`config.mk`:
```
export PLATFORM = sky130hd
export DESIGN_NAME = rsrb_ctrl
export DESIGN_NICKNAME = d
export VERILOG_FILES = /design/src/rsrb_pkg.sv /design/src/rsrb_ctrl.sv
export VERILOG_INCLUDE_DIRS = /design/src /design/src/src
export SDC_FILE = /design/constraint.sdc
export NUM_CORES = 1
export LEC_CHECK = 0
export ABC_AREA = 1
export BUFFER_PORTS_ARGS = -buffer_cell sky130_fd_sc_hd__clkbuf_2
export CAP_MARGIN = 10
export CORE_AREA = 5 5 226 228
export CTS_BUF_LIST = sky130_fd_sc_hd__clkbuf_8
export CTS_CLUSTER_SIZE = 40
export DETAILED_ROUTE_END_ITERATION = 6
export DIE_AREA = 0 0 231 233
export SYNTH_ARGS = -nofsm -noshare
export SYNTH_HDL_FRONTEND = slang
export SYNTH_SLANG_ARGS = --single-unit
```
`constraint.sdc`:
```
create_clock -name clk -period 9.8 [get_ports clk]
set_input_delay 0.49 -clock clk [delete_from_list [all_inputs] [get_ports clk]]
set_output_delay 0.49 -clock clk [all_outputs]
set_load 0.05 [all_outputs]
```
`src/rewindable_sample_ring_buffer_defines.svh`:
```
// Assertion macros shared by the ring buffer modules.
// They expect signals named clk and arst_n in the module that uses them.
`ifndef REWINDABLE_SAMPLE_RING_BUFFER_DEFINES_SVH
`define REWINDABLE_SAMPLE_RING_BUFFER_DEFINES_SVH

// The condition holds at every clock edge outside reset.
`define RSRB_ASSERT(label, cond) \
	label: assert property (@(posedge clk) disable iff (!arst_n) (cond)) \
		else $error("rsrb: invariant violated");

// When the antecedent holds, the consequent holds in the next cycle.
`define RSRB_ASSERT_NEXT(label, ante, cons) \
	label: assert property (@(posedge clk) disable iff (!arst_n) (ante) |=> (cons)) \
		else $error("rsrb: sequence violated");

`endif

```
`src/rsrb_pkg.sv`:
```
`timescale 1ns / 1ps
package rsrb_pkg;

	localparam int CMD_W    = 3;
	localparam int SAMPLE_W = 16;
	localparam int AMT_W    = 12;
	localparam int CAP_W    = 11;
	localparam int CAP_RESET = 1024;

	localparam logic [CMD_W-1:0] CMD_CLEAR   = 3'd0;
	localparam logic [CMD_W-1:0] CMD_ADD     = 3'd1;
	localparam logic [CMD_W-1:0] CMD_REMOVE  = 3'd2;
	localparam logic [CMD_W-1:0] CMD_PEEK    = 3'd3;
	localparam logic [CMD_W-1:0] CMD_DISCARD = 3'd4;
	localparam logic [CMD_W-1:0] CMD_REWIND  = 3'd5;
	localparam logic [CMD_W-1:0] CMD_SHIFT   = 3'd6;
	localparam logic [CMD_W-1:0] CMD_STATUS  = 3'd7;

	// Everything the response stage needs about one command, apart from store data.
	typedef struct packed {
		logic             err;
		logic             rd_mem;
		logic             zero;
		logic [CAP_W-1:0] available;
		logic             is_empty;
		logic             is_full;
	} rsp_info_t;

endpackage

```
`src/rsrb_ctrl.sv`:
```
`timescale 1ns / 1ps
`include "rewindable_sample_ring_buffer_defines.svh"
module rsrb_ctrl #(
	parameter int MAX_DEPTH = 1024,
	localparam int AW = (MAX_DEPTH > 1) ? $clog2(MAX_DEPTH) : 1
) (
	input  logic                                  clk,
	input  logic                                  arst_n,
	input  logic                                  cfg_wr_en,
	input  logic [rsrb_pkg::CAP_W-1:0]            cfg_wr_data,
	input  logic                                  in_valid,
	input  logic                                  can_issue,
	input  logic [rsrb_pkg::CMD_W-1:0]            command,
	input  logic signed [rsrb_pkg::SAMPLE_W-1:0]  sample_in,
	input  logic signed [rsrb_pkg::AMT_W-1:0]     amount,
	output logic                                  issue,
	output rsrb_pkg::rsp_info_t                   info,
	output logic                                  mem_we,
	output logic                                  mem_re,
	output logic [AW-1:0]                         mem_addr,
	output logic [rsrb_pkg::SAMPLE_W-1:0]         mem_wdata
);

	localparam int CW = rsrb_pkg::CAP_W;
	localparam int MW = rsrb_pkg::AMT_W;
	localparam int WW = ((AW > CW) ? AW : CW) + 2;
	localparam int CAP_RST = (rsrb_pkg::CAP_RESET > MAX_DEPTH) ? MAX_DEPTH : rsrb_pkg::CAP_RESET;

	logic [CW-1:0] cap_q;
	logic [AW-1:0] rd_q;
	logic [AW-1:0] wr_q;
	logic          empty_q;
	// Entries 0 .. fill_q-1 have been written since the last clear; the rest read as zero.
	logic [CW-1:0] fill_q;

	logic [WW-1:0] cap_w, rd_w, wr_w, fill_w;
	logic [WW-1:0] amt_ext, amt_mag, avail_cur, avail_new;
	logic [WW-1:0] rd_n, wr_n, fill_n, fwd_w, addr_w, cfg_w;
	logic          amt_neg, amt_zero, empty_n, err, we_c, re_c;
	logic [CW-1:0] cap_limited;

	function automatic logic [WW-1:0] wrap_f(input logic [WW-1:0] p, input logic [WW-1:0] c);
		return (p >= c) ? p - c : p;
	endfunction

	function automatic logic [WW-1:0] avail_f(input logic [WW-1:0] r, input logic [WW-1:0] w,
			input logic e, input logic [WW-1:0] c);
		logic [WW-1:0] res;
		if (w > r) begin
			res = w - r;
		end else if (w < r) begin
			res = c + w - r;
		end else begin
			res = e ? '0 : c;
		end
		return res;
	endfunction

	assign cap_w   = WW'(cap_q);
	assign rd_w    = WW'(rd_q);
	assign wr_w    = WW'(wr_q);
	assign fill_w  = WW'(fill_q);
	assign amt_neg = amount[MW-1];
	assign amt_ext = {{(WW-MW){amount[MW-1]}}, amount};
	assign amt_mag = amt_neg ? (WW'(0) - amt_ext) : amt_ext;
	assign amt_zero = (amount == '0);
	assign avail_cur = avail_f(rd_w, wr_w, empty_q, cap_w);
	// Read position moved forward by a non-negative amount, used by peek, discard and shift.
	assign fwd_w = wrap_f(rd_w + amt_mag, cap_w);

	assign cfg_w = WW'(cfg_wr_data);
	always_comb begin
		if (cfg_wr_data == '0) begin
			cap_limited = CW'(1);
		end else if (cfg_w > WW'(MAX_DEPTH)) begin
			cap_limited = CW'(MAX_DEPTH);
		end else begin
			cap_limited = cfg_wr_data;
		end
	end

	always_comb begin
		rd_n    = rd_w;
		wr_n    = wr_w;
		fill_n  = fill_w;
		empty_n = empty_q;
		err     = 1'b0;
		we_c    = 1'b0;
		re_c    = 1'b0;
		addr_w  = rd_w;
		case (command)
			rsrb_pkg::CMD_CLEAR: begin
				rd_n    = '0;
				wr_n    = '0;
				fill_n  = '0;
				empty_n = 1'b1;
			end
			rsrb_pkg::CMD_ADD: begin
				if (avail_cur >= cap_w) begin
					err = 1'b1;
				end else begin
					we_c    = 1'b1;
					addr_w  = wr_w;
					wr_n    = wrap_f(wr_w + WW'(1), cap_w);
					empty_n = 1'b0;
					if (fill_w < cap_w) begin
						fill_n = fill_w + WW'(1);
					end
				end
			end
			rsrb_pkg::CMD_REMOVE: begin
				if (empty_q) begin
					err = 1'b1;
				end else begin
					re_c   = 1'b1;
					addr_w = rd_w;
					rd_n   = wrap_f(rd_w + WW'(1), cap_w);
					if (rd_n == wr_w) begin
						empty_n = 1'b1;
					end
				end
			end
			rsrb_pkg::CMD_PEEK: begin
				if (amt_neg || amt_mag >= avail_cur) begin
					err = 1'b1;
				end else begin
					re_c   = 1'b1;
					addr_w = fwd_w;
				end
			end
			rsrb_pkg::CMD_DISCARD: begin
				if (amt_neg || amt_zero || amt_mag > avail_cur) begin
					err = 1'b1;
				end else begin
					rd_n = fwd_w;
					if (fwd_w == wr_w) begin
						empty_n = 1'b1;
					end
				end
			end
			rsrb_pkg::CMD_REWIND: begin
				if (amt_neg || amt_mag > cap_w - avail_cur) begin
					err = 1'b1;
				end else begin
					rd_n = (amt_mag > rd_w) ? rd_w + cap_w - amt_mag : rd_w - amt_mag;
					if (!amt_zero) begin
						empty_n = 1'b0;
					end
				end
			end
			rsrb_pkg::CMD_SHIFT: begin
				if (amt_mag > cap_w) begin
					err = 1'b1;
				end else if (amt_neg) begin
					rd_n = ((rd_w < amt_mag) ? rd_w + cap_w : rd_w) - amt_mag;
				end else begin
					rd_n = fwd_w;
				end
			end
			rsrb_pkg::CMD_STATUS: begin
			end
			default: begin
			end
		endcase
	end

	assign avail_new = avail_f(rd_n, wr_n, empty_n, cap_w);

	assign issue          = in_valid && can_issue;
	assign info.err       = err;
	assign info.rd_mem    = re_c;
	assign info.zero      = (addr_w >= fill_w);
	assign info.available = avail_new[CW-1:0];
	assign info.is_empty  = empty_n;
	assign info.is_full   = (rd_n == wr_n) && !empty_n;

	assign mem_we    = issue && we_c;
	assign mem_re    = issue && re_c;
	assign mem_addr  = addr_w[AW-1:0];
	assign mem_wdata = sample_in;

	always_ff @(posedge clk or negedge arst_n) begin
		if (!arst_n) begin
			cap_q   <= CW'(CAP_RST);
			rd_q    <= '0;
			wr_q    <= '0;
			fill_q  <= '0;
			empty_q <= 1'b1;
		end else if (cfg_wr_en) begin
			// A new capacity also empties the ring.
			cap_q   <= cap_limited;
			rd_q    <= '0;
			wr_q    <= '0;
			fill_q  <= '0;
			empty_q <= 1'b1;
		end else if (issue) begin
			rd_q    <= rd_n[AW-1:0];
			wr_q    <= wr_n[AW-1:0];
			fill_q  <= fill_n[CW-1:0];
			empty_q <= empty_n;
		end
	end

	`RSRB_ASSERT(a_fill_in_range, WW'(fill_q) <= WW'(cap_q))
	`RSRB_ASSERT(a_pos_in_range, (WW'(rd_q) < WW'(cap_q)) && (WW'(wr_q) < WW'(cap_q)))
	`RSRB_ASSERT(a_wr_tracks_fill, (WW'(fill_q) >= WW'(cap_q)) || (WW'(wr_q) == WW'(fill_q)))
	`RSRB_ASSERT_NEXT(a_clear_empties, issue && !cfg_wr_en && (command == rsrb_pkg::CMD_CLEAR), empty_q && (fill_q == '0) && (rd_q == '0) && (wr_q == '0))

endmodule

```
==> results.toml <==
[cells_and_area]
design_area_um2 = 15900
diodes = 0
synthToLayoutAreaGrowth_pct = 13.6
final_common_cell = "nand2_1"
stdcell_count = 2933
fin_util_pct = 32.6
final_nets = 2600
drive_above_1_share_pct = 13.4
final_cell_mix = "461 x nand2_1, 353 x inv_1, 200 x ha_1"

[logic_synthesis]
synth_edf_count = 0
yosysUniqueCellTypes = 70
synth_seq_cells = 43
syn_area_per_cell_um2 = 6.36
yosysWarnings = 0
ys_seq_area_share_pct = 7.72
synth_cells = 2197
async_reset_ff_share_pct = 100
netlist.top_cell.by_area = "ha_1"
ys.flop_type = "dfrtp_1"
netlist_area_um2 = 14000
synth_top_cell_area_share_pct = 19.1
synthTopCellsByArea = "ha_1 19%, nand2_1 13%, inv_1 9.5%"

[timing]
finalSetupViolCount = 0
setup_slack_ns = 0.588
period_needed_ns = 9.21
post-route-period-util_pct = 94.0
tightest_slew_ns = 1.22
fmax_mhz = 109
slew_headroom_pct = 18.5
maxSlewViolCount = 0
fin_skew_ns = 0.0119
hold_viol = 0

[power_and_ir_drop]
comb_power_share_pct = 91.4
ir_worst_vdd_v = 0.000318
p_clk_share_pct = 3.4
seq_power_share_pct = 5.3
switching_share_pct = 63.5
power_density_nw_per_um2 = 230
p_int_uw = 1330
p_leak_uw = 0.00839
total_power_uw = 3650
power_switching_uw = 2320

[die]
ios = 92
dieHeight_um = 233
core_region_area_um2 = 48600
rows = 81
start_util_pct = 28.7
die-width_um = 231
dieArea_um2 = 53800

[global_route]
grt_first_pass_wirelength_mm = 94.8
grt_max_degree = 44
grt_overflow = 0
grtUsageTotal_pct = 23.0
antenna_found_initial = 0
grt_pass1_vias = 15400

[setup_path]
worst-setup-path-type = "reg2out"
slowest_stage = "dfrtp_2"
r2r_end = "rd_q[8]$_DFFE_PN0N_"
reg2reg_slack_ns = 3.44
max_stage_delay_ns = 0.53
cp_max_fo = 6
worstSetupStartpoint = "wr_q[7]$_DFFE_PN0N_"
endpoint_kind = "output pin"
arrival_ns = 8.72
cp-start-kind = "flop"
r2r-start = "wr_q[7]$_DFFE_PN0N_"
path_common_cell = "nand2_1"
reg2reg_depth = 33
required_ns = 9.31

[route]
vias_per_cell = 5.39
wl_per_cell_um = 21.9
drc = 0
drt-total-wl_mm = 64.1
drt-initial-drc-count = 1598
vias = 15800
drtPass1Iterations = 6
ant_nets = 0

[clock_tree]
htree_levels = 2
cts_sinks = 43
clk_latency_ns = 0.31
holdBufCountCts = 0
root_buffer = "clkbuf_8"
cts_buffers = 5
tritoncts = "done"
path_clk_slew_ns = 0.09
clockBufferDepth = 2

[worst_hold_path]
hp-class = "in2async"

[placement]
hpwl_mm = 53.0
placed_cell_area_um2 = 15500
place_inst = 2918
gp_congestion = 1.05
place_ws_ns = 0.106
port_buffers = 59

[flow_run]
maxCapViolations = 0

[status]
outcome = "complete, no violations"
-- layout make-up --
| class | count | area [um^2] |
|---|---|---|
| clock inverters | 2 | 8.76 |
| repair buffers | 162 | 1090 |
| flip-flops and latches | 43 | 1090 |
| multi-input cells | 1724 | 11400 |
| fillers | 5413 | 32800 |
| well taps | 622 | 778 |
| clock buffers | 6 | 82.6 |
| inverters | 374 | 1410 |
-- sequential cells by signal, indices dropped and copies added (netlist names) --
name / cells
empty_q: 1
wr_q: 10
fill_q: 11
rd_q: 10
cap_q: 11
-- logic make-up (layout without fill, tap and decap cells) --
| kind of cell | after synthesis | in the layout | synth area share [%] |
|---|---|---|---|
| flip-flops | 43 | 43 | 7.72 |
| other | 1 | 2 | 0.0269 |
| AO/OA/AOI/OAI | 447 | 447 | 18.8 |
| buffers and inverters | 431 | 544 | 12.4 |
| AND/OR/NAND/NOR | 915 | 915 | 30.2 |
| multiplexers | 2 | 2 | 0.143 |
| XOR/XNOR | 115 | 115 | 7.31 |
| adder cells (fa/ha/maj) | 243 | 243 | 23.4 |
-- worst max-delay path by stage --
stage / endpoint / depth (start not counted)
3_3_place_gp: info[12] / 53
4_1_cts: info[12] / 54
5_1_grt: info[12] / 51
6_report: info[12] / 51
3_5_place_dp: info[12] / 51
2_1_floorplan: info[12] / 54
-- layer usage --
metal,global-route usage (%),vias up,share of wire [%]
met5,0,-,0
met4,8.93,0,4.7
met1,30.7,7514,44
met2,38.4,616,45
met3,2.18,140,6.8
li1,-,7533,-
-- synthesized netlist by cell type, types with 5 or more instances --
| cell type | number |
|---|---|
| or2_2 | 17 |
| o221ai_1 | 17 |
| nand2_4 | 14 |
| fa_1 | 30 |
| o22ai_1 | 37 |
| buf_2 | 12 |
| nand3_1 | 133 |
| nor2_1 | 159 |
| nand3b_1 | 6 |
| a21oi_1 | 165 |
| o21bai_1 | 18 |
| ha_1 | 213 |
| xnor2_1 | 27 |
| a22oi_1 | 5 |
| clkbuf_1 | 20 |
| nand4_1 | 38 |
| clkinv_1 | 9 |
| buf_4 | 23 |
| o21ai_0 | 123 |
| inv_1 | 355 |
| a21o_1 | 5 |
| o211ai_1 | 20 |
| nor4_1 | 9 |
| nand2_2 | 14 |
| a31oi_1 | 13 |
| nor3_1 | 25 |
| nor2_2 | 5 |
| dfrtp_1 | 41 |
| xor2_1 | 87 |
| nand3_2 | 10 |
| a211oi_1 | 6 |
| inv_2 | 7 |
| nand2_1 | 466 |
| o2111ai_1 | 5 |
-- metrics by stage --
stage	TNS (ns)	hold slack (ns)
2_1_floorplan	0	0.194
3_3_place_gp	0	0.552
3_5_place_dp	0	0.563
4_1_cts	0	0.300
5_1_grt	-0.00778	0.336
6_report	0	0.270
-- power by group through the flow --
stage	logic, uW	registers (uW)	clock network, uW
5_1_grt	3640	193	134
3_5_place_dp	3180	195	0
4_1_cts	3200	192	126
2_1_floorplan	2260	199	0
6_report	3330	192	123
3_3_place_gp	3160	195	0
-- critical path, delay by kind of cell, from the launching register on --
family | cells | cell delay (ns)
AND/OR/NAND/NOR | 20 | 2.01
AO/OA/AOI/OAI | 16 | 2.57
XOR/XNOR | 2 | 0.44
adder cells (fa/ha/maj) | 7 | 2.38
flip-flops | 1 | 0.53
buffers and inverters | 6 | 0.43
-- timing repair --
action / in CTS / in global routing
gates resized for setup: 10 / 54
setup buffers: 0 / 7
setup endpoints to repair: 1 / 11
pin swaps: 0 / 7
No activity file was read; power rests on OpenSTA's default activity.
