$ cat src/rewindable_sample_ring_buffer_defines.svh
// Assertion macros shared by the ring buffer modules.
// They expect signals named clk and arst_n in the module that uses them.
`ifndef REWINDABLE_SAMPLE_RING_BUFFER_DEFINES_SVH
`define REWINDABLE_SAMPLE_RING_BUFFER_DEFINES_SVH

// The condition holds at every clock edge outside reset.
`define RSRB_ASSERT(label, cond) \
	label: assert property (@(posedge clk) disable iff (!arst_n) (cond)) \
		else $error("rsrb: invariant violated");

// When the antecedent holds, the consequent holds in the next cycle.
`define RSRB_ASSERT_NEXT(label, ante, cons) \
	label: assert property (@(posedge clk) disable iff (!arst_n) (ante) |=> (cons)) \
		else $error("rsrb: sequence violated");

`endif

$ cat src/rsrb_pkg.sv
`timescale 1ns / 1ps
package rsrb_pkg;

	localparam int CMD_W    = 3;
	localparam int SAMPLE_W = 16;
	localparam int AMT_W    = 12;
	localparam int CAP_W    = 11;
	localparam int CAP_RESET = 1024;

	localparam logic [CMD_W-1:0] CMD_CLEAR   = 3'd0;
	localparam logic [CMD_W-1:0] CMD_ADD     = 3'd1;
	localparam logic [CMD_W-1:0] CMD_REMOVE  = 3'd2;
	localparam logic [CMD_W-1:0] CMD_PEEK    = 3'd3;
	localparam logic [CMD_W-1:0] CMD_DISCARD = 3'd4;
	localparam logic [CMD_W-1:0] CMD_REWIND  = 3'd5;
	localparam logic [CMD_W-1:0] CMD_SHIFT   = 3'd6;
	localparam logic [CMD_W-1:0] CMD_STATUS  = 3'd7;

	// Everything the response stage needs about one command, apart from store data.
	typedef struct packed {
		logic             err;
		logic             rd_mem;
		logic             zero;
		logic [CAP_W-1:0] available;
		logic             is_empty;
		logic             is_full;
	} rsp_info_t;

endpackage

$ cat src/rsrb_resp.sv
`timescale 1ns / 1ps
module rsrb_resp (
	input  logic                                  clk,
	input  logic                                  arst_n,
	input  logic                                  issue,
	input  rsrb_pkg::rsp_info_t                   info,
	input  logic [rsrb_pkg::SAMPLE_W-1:0]         rdata,
	input  logic                                  out_ready,
	output logic                                  can_issue,
	output logic                                  out_valid,
	output logic signed [rsrb_pkg::SAMPLE_W-1:0]  sample_out,
	output logic                                  error,
	output logic [rsrb_pkg::CAP_W-1:0]            available,
	output logic                                  is_empty,
	output logic                                  is_full
);

	logic                s1_valid_s1;
	rsrb_pkg::rsp_info_t info_s1;
	logic                out_valid_q;
	logic                advance;

	assign advance   = !out_valid_q || out_ready;
	// The store read data only changes on a new issue, so it holds while stage 1 waits.
	assign can_issue = !s1_valid_s1 || advance;

	always_ff @(posedge clk or negedge arst_n) begin
		if (!arst_n) begin
			s1_valid_s1 <= 1'b0;
			out_valid_q <= 1'b0;
		end else begin
			if (issue) begin
				s1_valid_s1 <= 1'b1;
			end else if (advance) begin
				s1_valid_s1 <= 1'b0;
			end
			if (advance) begin
				out_valid_q <= s1_valid_s1;
			end
		end
	end

	always_ff @(posedge clk) begin
		if (issue) begin
			info_s1 <= info;
		end
		if (advance && s1_valid_s1) begin
			sample_out <= (info_s1.rd_mem && !info_s1.zero && !info_s1.err) ? rdata : '0;
			error      <= info_s1.err;
			available  <= info_s1.available;
			is_empty   <= info_s1.is_empty;
			is_full    <= info_s1.is_full;
		end
	end

	assign out_valid = out_valid_q;

endmodule

$ cat config.mk
export PLATFORM = sky130hd
export DESIGN_NAME = rsrb_resp
export DESIGN_NICKNAME = d
export VERILOG_FILES = /design/src/rewindable_sample_ring_buffer_defines.svh /design/src/rsrb_pkg.sv /design/src/rsrb_resp.sv
export SDC_FILE = /design/constraint.sdc
export NUM_CORES = 1
export LEC_CHECK = 0
export BUFFER_PORTS_ARGS = -buffer_cell sky130_fd_sc_hd__clkbuf_2
export CAP_MARGIN = 0
export CORE_MARGIN = 5
export CORE_UTILIZATION = 50
export CTS_CLUSTER_SIZE = 8
export DETAILED_ROUTE_END_ITERATION = 8
export GPL_TIMING_DRIVEN = 0
export PLACE_DENSITY = 0.88
export SLEW_MARGIN = 20
export SYNTH_ARGS = -nofsm -noshare
export SYNTH_HDL_FRONTEND = slang
export SYNTH_SLANG_ARGS = --single-unit
$ cat constraint.sdc
create_clock -name clk -period 3.1 [get_ports clk]
set_clock_uncertainty 0.1 [all_clocks]
set_input_delay 0.465 -clock clk [delete_from_list [all_inputs] [get_ports clk]]
set_output_delay 0.465 -clock clk [all_outputs]
set_load 0.05 [all_outputs]
==> results of run 1 <==
## layout by cell type (no fill, tap or decap), drive strengths merged
master	count
nand2b	2
a21o	1
bufinv	1
clkbuf	72
nand2	1
edfxtp	46
clkinvlp	1
and2	17
nor3b	1
inv	1
dfrtp	2
nor2b	1
buf	1
dlygate4sd3	1
## per-layer routing
metal / GRT usage, % / vias up
li1: - / 416
met2: 22.3 / 53
met4: 5.33 / 0
met1: 14.5 / 402
met5: 0 / -
met3: 5.73 / 4
## kinds of logic after synthesis
group	count (synthesis)	share of synthesized area [%]
compound gates	1	0.466
buf+inv	1	0.698
flops	48	88.8
simple gates	22	10.1
## cell usage after synthesis, drive strengths merged
| cell type | number | area, um^2 |
|---|---|---|
| a21o | 1 | 7.51 |
| nand2 | 1 | 3.75 |
| nand2b | 2 | 12.5 |
| buf | 1 | 11.3 |
| nor3b | 1 | 18.8 |
| nor2b | 1 | 6.26 |
| and2 | 17 | 121 |
| dfrtp | 2 | 50.1 |
| edfxtp | 46 | 1380 |
## how the worst min path moves through the flow
stage                                    endpoint
after global placement    s1_valid_s1$_DFFE_PN0P_
final                       info_s1[14]$_DFFE_PP_
after global routing        info_s1[13]$_DFFE_PP_
after floorplan             out_valid$_DFFE_PN0P_
after CTS                   info_s1[14]$_DFFE_PP_
after detailed placement    out_valid$_DFFE_PN0P_
## flip-flops by register name (all words and copies together), names as in the netlist
name and cells:
is_full 1, info_s1 16, available 11, error 1
s1_valid_s1 1, is_empty 1, sample_out 16, out_valid 1
## where the power goes
| part | internal [mW] | switching, mW | total, mW |
|---|---|---|---|
| Clock | 0.172 | 0.190 | 0.363 |
| Combinational | 0.0467 | 0.153 | 0.199 |
| Sequential | 0.770 | 0.0144 | 0.784 |
| Total | 0.989 | 0.357 | 1.35 |
## critical path, cell delays in order (launching register included)
cell and delay [ns]:
sky130_fd_sc_hd__dfrtp_1 0.43, sky130_fd_sc_hd__nor2b_1 0.15, sky130_fd_sc_hd__nand2_1 0.07, sky130_fd_sc_hd__clkbuf_2 0.27
## through the flow
step	hold WS, ns	util [%]
3_5_place_dp	0.156	65.1
3_3_place_gp	0.150	65.1
2_1_floorplan	0.0694	-
4_1_cts	0.162	68.2
6_report	0.174	68.2
5_1_grt	0.131	68.2
## area by class of cell
class                      count  area, um^2
multi-input combinational     23         171
tap                           44        55.1
buffer                         1        11.3
sequential                    48        1430
timing repair buffer          68         345
fill                         222         980
clock inverter                 3        46.3
clock buffer                   5        37.5
## what timing repair did
action / 4_1_cts / 5_1_grt
hold endpoints to repair: 2 / 0
resized for setup: 0 / 0
hold buffers: 1 / 0
==> out/results.txt, run 1 <==
The number of nets in the final layout was 183; the count of antenna diodes in the layout was 0. Summed over all nets, the half-perimeter wirelength after detailed placement is 1960 um. The synthesized cell area was 1610 um^2. Placeable core region: 3080 um^2. The floorplan step set the die height to 66.8 um. During I/O placement, the number of pins put on the boundary was 68. Capture point of the worst path: can_issue.

Upper clock frequency limit: 545 MHz. For this run, design rule violations remaining after detail routing come to 0. Number of max-slew violations in the final report: 0. After clock tree synthesis, the setup repair step added 0 buffers. In this run, the number of DRC markers left after iteration 0 of detailed routing was 34.

At the pin with the least slew margin, the transition time is 0.658 ns. The routed design uses 1320 um of met2 wire. In this run the power density over the cells is 642 nW/um^2. The logs give 876 um for the met1 routed wirelength after detailed routing and 1.35 mW for the overall power of the completed layout. The die width was 66.8 um; the detailed-route via count was 875. The run gives 183 as the total instance count after detailed placement. The run gives 2000 um^2 as the instance area at placement.

The arrival time reported for the critical path endpoint is 1.27 ns, and the critical-path maximum fanout is 3. The flow ran to the end, and the final reports show no timing, DRC or antenna violations. The worst setup path is launched from a register. Critical register-to-register path startpoint: out_valid$_DFFE_PN0P_. The mean cell area of the mapped netlist works out to 22.4 um^2.

The setup TNS came out at 0 ns. The CTS root buffer is sky130_fd_sc_hd__clkbuf_4. The run gives 108 as the post-synth net total. The worst hold path stage count was 1; the ratio of cells with drive above 1 in the final layout was 60.8%. The gate count after technology mapping was 72.

The run gives 2100 um^2 as the final instance area. The yosys synthesis warning count came out at 0. The clock network latency to the later pin of the worst-skew pair came out at 0.35 ns. The worst register-to-register path ends at sample_out[14]$_SDFFCE_PN0P_. Global routing used 13.2% of the available tracks across all layers.

In this run the tool buffered the top-level ports with 67 buffer cells. The worst path needs 1.83 ns of the cycle, external delays included. The first detailed-routing pass ran for 2 iterations. The floorplan step defined a die boundary enclosing 4460 um^2. The logs give 2.53 ns for the data required time of the critical path and 2 for the level count of the clock H-tree.

TritonCTS built the clock tree. After detailed routing, the average wire length per cell comes to 13.4 um. The number of rows in the core area is 20.

In the detailed route, the total length drawn on met3 is 349 um. The via count of the first global-routing pass came out at 913. The leakage power summed over all cells was 0.885 nW; the area added between synthesis and finish was 30.1%.

In this run the worst setup path begins at out_valid$_DFFE_PN0P_. The post-layout instance count excluding filler cells came out at 192. The post-CTS clock slew at the launch and capture registers of the worst setup and hold paths is 0.14 ns.

The worst setup path is captured at a primary output. At the end of routability-driven placement, the weighted congestion stood at 0.761. The largest buffer count on any clock path is 2. Once the floorplan was initialized, standard cells occupied 52.4% of the core.

The total of flip-flops plus latches after synthesis came out at 48. The share of the Yosys chip area taken by registers is 88.8%. The tool flagged a number of max-cap violations equal to 0.

Setup slack closes at 1.27 ns. In this run the most critical hold path is launched from info[14]. The post-detailed-routing wire length came out at 2570 um. Entering global routing, the biggest net connects 31 pins. The initial antenna violation count is 0, and the final-report setup violation count is 0. Path type of the worst min-delay path: in -> reg. The detail route stage leaves a number of antenna-violating nets equal to 0.

The worst register-to-register path has a setup slack of 1.54 ns. In the routed layout, each cell is associated on average with a via count of 4.56. The worst-case reg-to-reg path depth is 2, and the wire length of the first global-routing pass is 4150 um. The number of clock buffers inserted by TritonCTS was 5; the relative slew slack was 56.1%. After layout, the worst path uses 59.2% of the clock period. The run gives 0.433 mV as the peak supply drop. The number of distinct library cell variants in the gate-level netlist after synthesis is 10. At the placement stage, the worst setup path has a slack of 1.36 ns.

The run gives 0 as the total congestion overflow after global routing. The clock drives 48 sinks. The critical path in this run is classified as reg -> out. Setup repair after global routing left no endpoint under its margin.

Top metal layer carrying routed signals: met4. Final count of hold timing violations: 0.
Power figures use the tool's default switching activity.
==> inputs of run 2 (changes only) <==
--- a/config.mk
+++ b/config.mk
@@ -8,11 +8,11 @@
 export BUFFER_PORTS_ARGS = -buffer_cell sky130_fd_sc_hd__clkbuf_2
 export CAP_MARGIN = 0
 export CORE_MARGIN = 5
-export CORE_UTILIZATION = 50
+export CORE_UTILIZATION = 46
 export CTS_CLUSTER_SIZE = 8
 export DETAILED_ROUTE_END_ITERATION = 8
 export GPL_TIMING_DRIVEN = 0
-export PLACE_DENSITY = 0.88
+export PLACE_DENSITY = 0.82
 export SLEW_MARGIN = 20
 export SYNTH_ARGS = -nofsm -noshare
 export SYNTH_HDL_FRONTEND = slang
==> constraint.sdc (replaced) <==
create_clock -name clk -period 1.7 [get_ports clk]
set_clock_uncertainty 0.1 [all_clocks]
set_input_delay 0.255 -clock clk [delete_from_list [all_inputs] [get_ports clk]]
set_output_delay 0.255 -clock clk [all_outputs]
set_load 0.05 [all_outputs]
==> run 2 against run 1 <==
Critical path depth unchanged. Utilization down 1.9 points. Register-to-register slack worse by 1.4 ns. Global-route usage down 0.69 points. Total power up 70%. First-iteration DRC count up 130%. Final cell count up 9.4%. Sequential cell count unchanged. Critical path type unchanged. Largest cell class unchanged.
==> out/results.txt, run 2 (synthesis gave the netlist of run 1 again) <==
Traced cell by cell, the critical path runs through nor2b_1 > nand2_1 > buf_2. The setup slack of the most critical reg-to-reg path was 0.15 ns. For this design, the sink count on the clock tree is 48. The post-route netlist has 54.3% of its cells at a drive strength greater than 1. The critical path ends at can_issue. At the later pin of the worst-skew pair, clock insertion delay measures 0.34 ns.

The final count of hold timing violations is 0. The critical-path cell with the highest stage delay was sky130_fd_sc_hd__dfrtp_1. In this run the critical register-to-register path is captured at sample_out[2]$_SDFFCE_PN0P_. For the final routed database, the setup TNS stands at 0 ns.

For the finished layout, the period the worst path requires is 1.61 ns. The final-report setup violation count was 0; the post-CTS clock slew at the launch and capture registers of the worst setup and hold paths was 0.12 ns. The tools report the CTS root buffer as sky130_fd_sc_hd__clkbuf_4. The combinational share of power came out at 17.2%. The logs give 0 for the total congestion overflow after global routing and 21 for the number of rows in the core area. Summed over all nets, the half-perimeter wirelength after detailed placement is 1920 um. STA classifies the critical path endpoint as a primary output.

The run gives 78 as the DRC marker count from the first detailed-route iteration. Tracing the worst setup path back leads to its startpoint at out_valid$_DFFE_PN0P_. The initial core utilization is 48.0%, and the die width is 69.2 um.

The tools report the via count of the first global-routing pass as 950. The die boundary height works out to 69.2 um. The tightest min-delay check is of the in -> reg type. In the final layout, the registers with the most flip-flops are info_s1: 16 flops, sample_out: 16 flops, available: 11 flops. The remaining number of nets flagged by the antenna check after routing was 0; the final-layout fill cell count was 257. Once layout is complete, the cells apart from fillers number 210. Initial antenna violation count: 0. The type of the worst setup path is reg -> out. For this run, the total global-route usage over all layers was measured as 12.5%. The H-tree generated during clock tree synthesis spans 2 levels. The run finished with clean final reports. Summed over all cells, the static leakage comes to 0.942 nW. The upper clock frequency limit was 623 MHz; the share of the cycle needed by the critical path after routing was 94.5%. The area growth from synthesis to layout is 38.2%. Setup repair after global routing left no endpoint under its margin. The first detailed-routing pass ran for 4 iterations. The tools report the arrival time reported for the critical path endpoint as 1.25 ns.

The congestion estimate from routability-driven global placement came to 0.756. In the routed design, unresolved DRC markers number 0. The run gives 2740 um as the post-detailed-routing wire length. Final instance area: 2230 um^2. The worst-case reg-to-reg path depth is 2, and the number of clock buffers inserted by TritonCTS is 5. Detailed routing inserted a total of 926 vias. The tools report the relative slew slack as 56.9%. STA puts the critical path data required time at 1.34 ns. The net switching power figure was 0.626 mW; the number of input and output port buffers inserted was 67. The area of the die was 4790 um^2; the wire length of the first global-routing pass was 4550 um.

The tool flagged a number of max-cap violations equal to 0. For the pin with the worst max-slew slack, the measured transition is 0.647 ns. The startpoint identified for the worst register-to-register timing path is out_valid$_DFFE_PN0P_. Cell internal power was estimated by the tool at 1.67 mW. TritonCTS built the clock tree. On the worst path, the slowest cell contributes a delay of 0.43 ns. In this run, placement finished with an instance count of 185.

Net switching is 27.3% of the power. The clock passes through at most 2 buffers. The number of nets in the final layout was 199.

In the layout the commonest cells are 66 x sky130_fd_sc_hd__clkbuf_2, 46 x sky130_fd_sc_hd__edfxtp_1, 17 x sky130_fd_sc_hd__dlygate4sd3_1, 13 x sky130_fd_sc_hd__and2_2, 5 x sky130_fd_sc_hd__clkbuf_4. During I/O placement, the number of pins put on the boundary was 68. Summing all flip-flop and latch instances after layout gives 1430 um^2.

The number of buffers inserted to repair setup after CTS is 0. IR analysis of the VDD net gives a maximum drop of 0.580 mV. The launching element type of the critical path was a register. The floorplan step defined a core boundary enclosing 3360 um^2.

Leaving out fill and tap cells, the most frequent cell in the layout is sky130_fd_sc_hd__clkbuf_2. The run gives 0 as the number of max-slew violations in the final report. The instance area at placement is 2010 um^2. Sequential share of power: 62.5%. In the final routed layout, each cell accounts on average for 13.0 um. Entering global routing, the biggest net connects 31 pins.

For this design the ratio of total power to cell area is 1030 nW/um^2. The area of the multi-input gates is 171 um^2. The share of total power dissipated in the clock network is 20.4%. The number of antenna diodes in the final layout is 0. The via density per instance came out at 4.41.

The critical-path maximum fanout was 3.
run 2: changes by cell type in the layout (fill, tap and decap cells not counted):
cell / delta
sky130_fd_sc_hd__clkbuf_2: -1
sky130_fd_sc_hd__bufinv_16: -1
sky130_fd_sc_hd__clkinv_1: +1
sky130_fd_sc_hd__inv_6: -1
sky130_fd_sc_hd__clkinv_2: +2
sky130_fd_sc_hd__clkinvlp_4: -1
sky130_fd_sc_hd__buf_2: +1
sky130_fd_sc_hd__dlygate4sd3_1: +16
run 2: power by group through the flow:
stage	registers [mW]	logic (mW)	clock network, mW
6_report	1.43	0.393	0.467
5_1_grt	1.44	0.414	0.557
4_1_cts	1.43	0.396	0.493
3_5_place_dp	1.46	0.365	0
3_3_place_gp	1.45	0.362	0
2_1_floorplan	1.66	0.0522	0
run 2: timing repair:
| item | 4_1_cts | 5_1_grt |
|---|---|---|
| hold buffers | 17 | 0 |
| resized for setup | 0 | 1 |
| endpoints found under the hold margin | 18 | 0 |
| endpoints found under the setup margin | 0 | 1 |
run 2: critical path, delay by kind of cell (launching register included):
family	cells	cell delay [ns]
buffers and inverters	1	0.26
and+or+nand+nor	2	0.22
DFF	1	0.43
run 2: worst min path at each step:
stage | startpoint | endpoint | slack, ns | cells after the start
final | rdata[2] | sample_out[2]$_SDFFCE_PN0P_ | 0.07 | 2
after global routing | rdata[2] | sample_out[2]$_SDFFCE_PN0P_ | 0.05 | 2
after CTS | rdata[2] | sample_out[2]$_SDFFCE_PN0P_ | 0.05 | 2
after detailed placement | arst_n | out_valid$_DFFE_PN0P_ | -0.05 | 1
after global placement | arst_n | out_valid$_DFFE_PN0P_ | -0.06 | 1
after floorplan | arst_n | out_valid$_DFFE_PN0P_ | -0.14 | 0
run 2: final cells by class:
| cell class | count | area share [%] |
|---|---|---|
| Sequential cell | 48 | 64.2 |
| Timing Repair Buffer | 84 | 22.7 |
| Multi-Input combinational cell | 23 | 7.69 |
| Tap cell | 46 | 2.58 |
| Clock buffer | 5 | 1.68 |
| Clock inverter | 3 | 0.618 |
| Buffer | 1 | 0.505 |
run 2: routing by layer:
layer	part of all wire (%)	GRT usage, %
met1	40	14.7
met2	46	18.6
met3	12	5.36
met4	3.0	8.24
met5	0	0
run 2: stage by stage:
stage	worst slack (ns)	util (%)	hold WS (ns)	power (mW)
global placement	0.188	59.7	-0.0605	1.82
CTS	0.0900	66.3	0.0536	2.32
finish	0.0938	66.3	0.0733	2.29
floorplan	0.0359	-	-0.141	1.71
global route	0.0217	66.3	0.0470	2.41
detailed placement	0.153	59.7	-0.0533	1.83
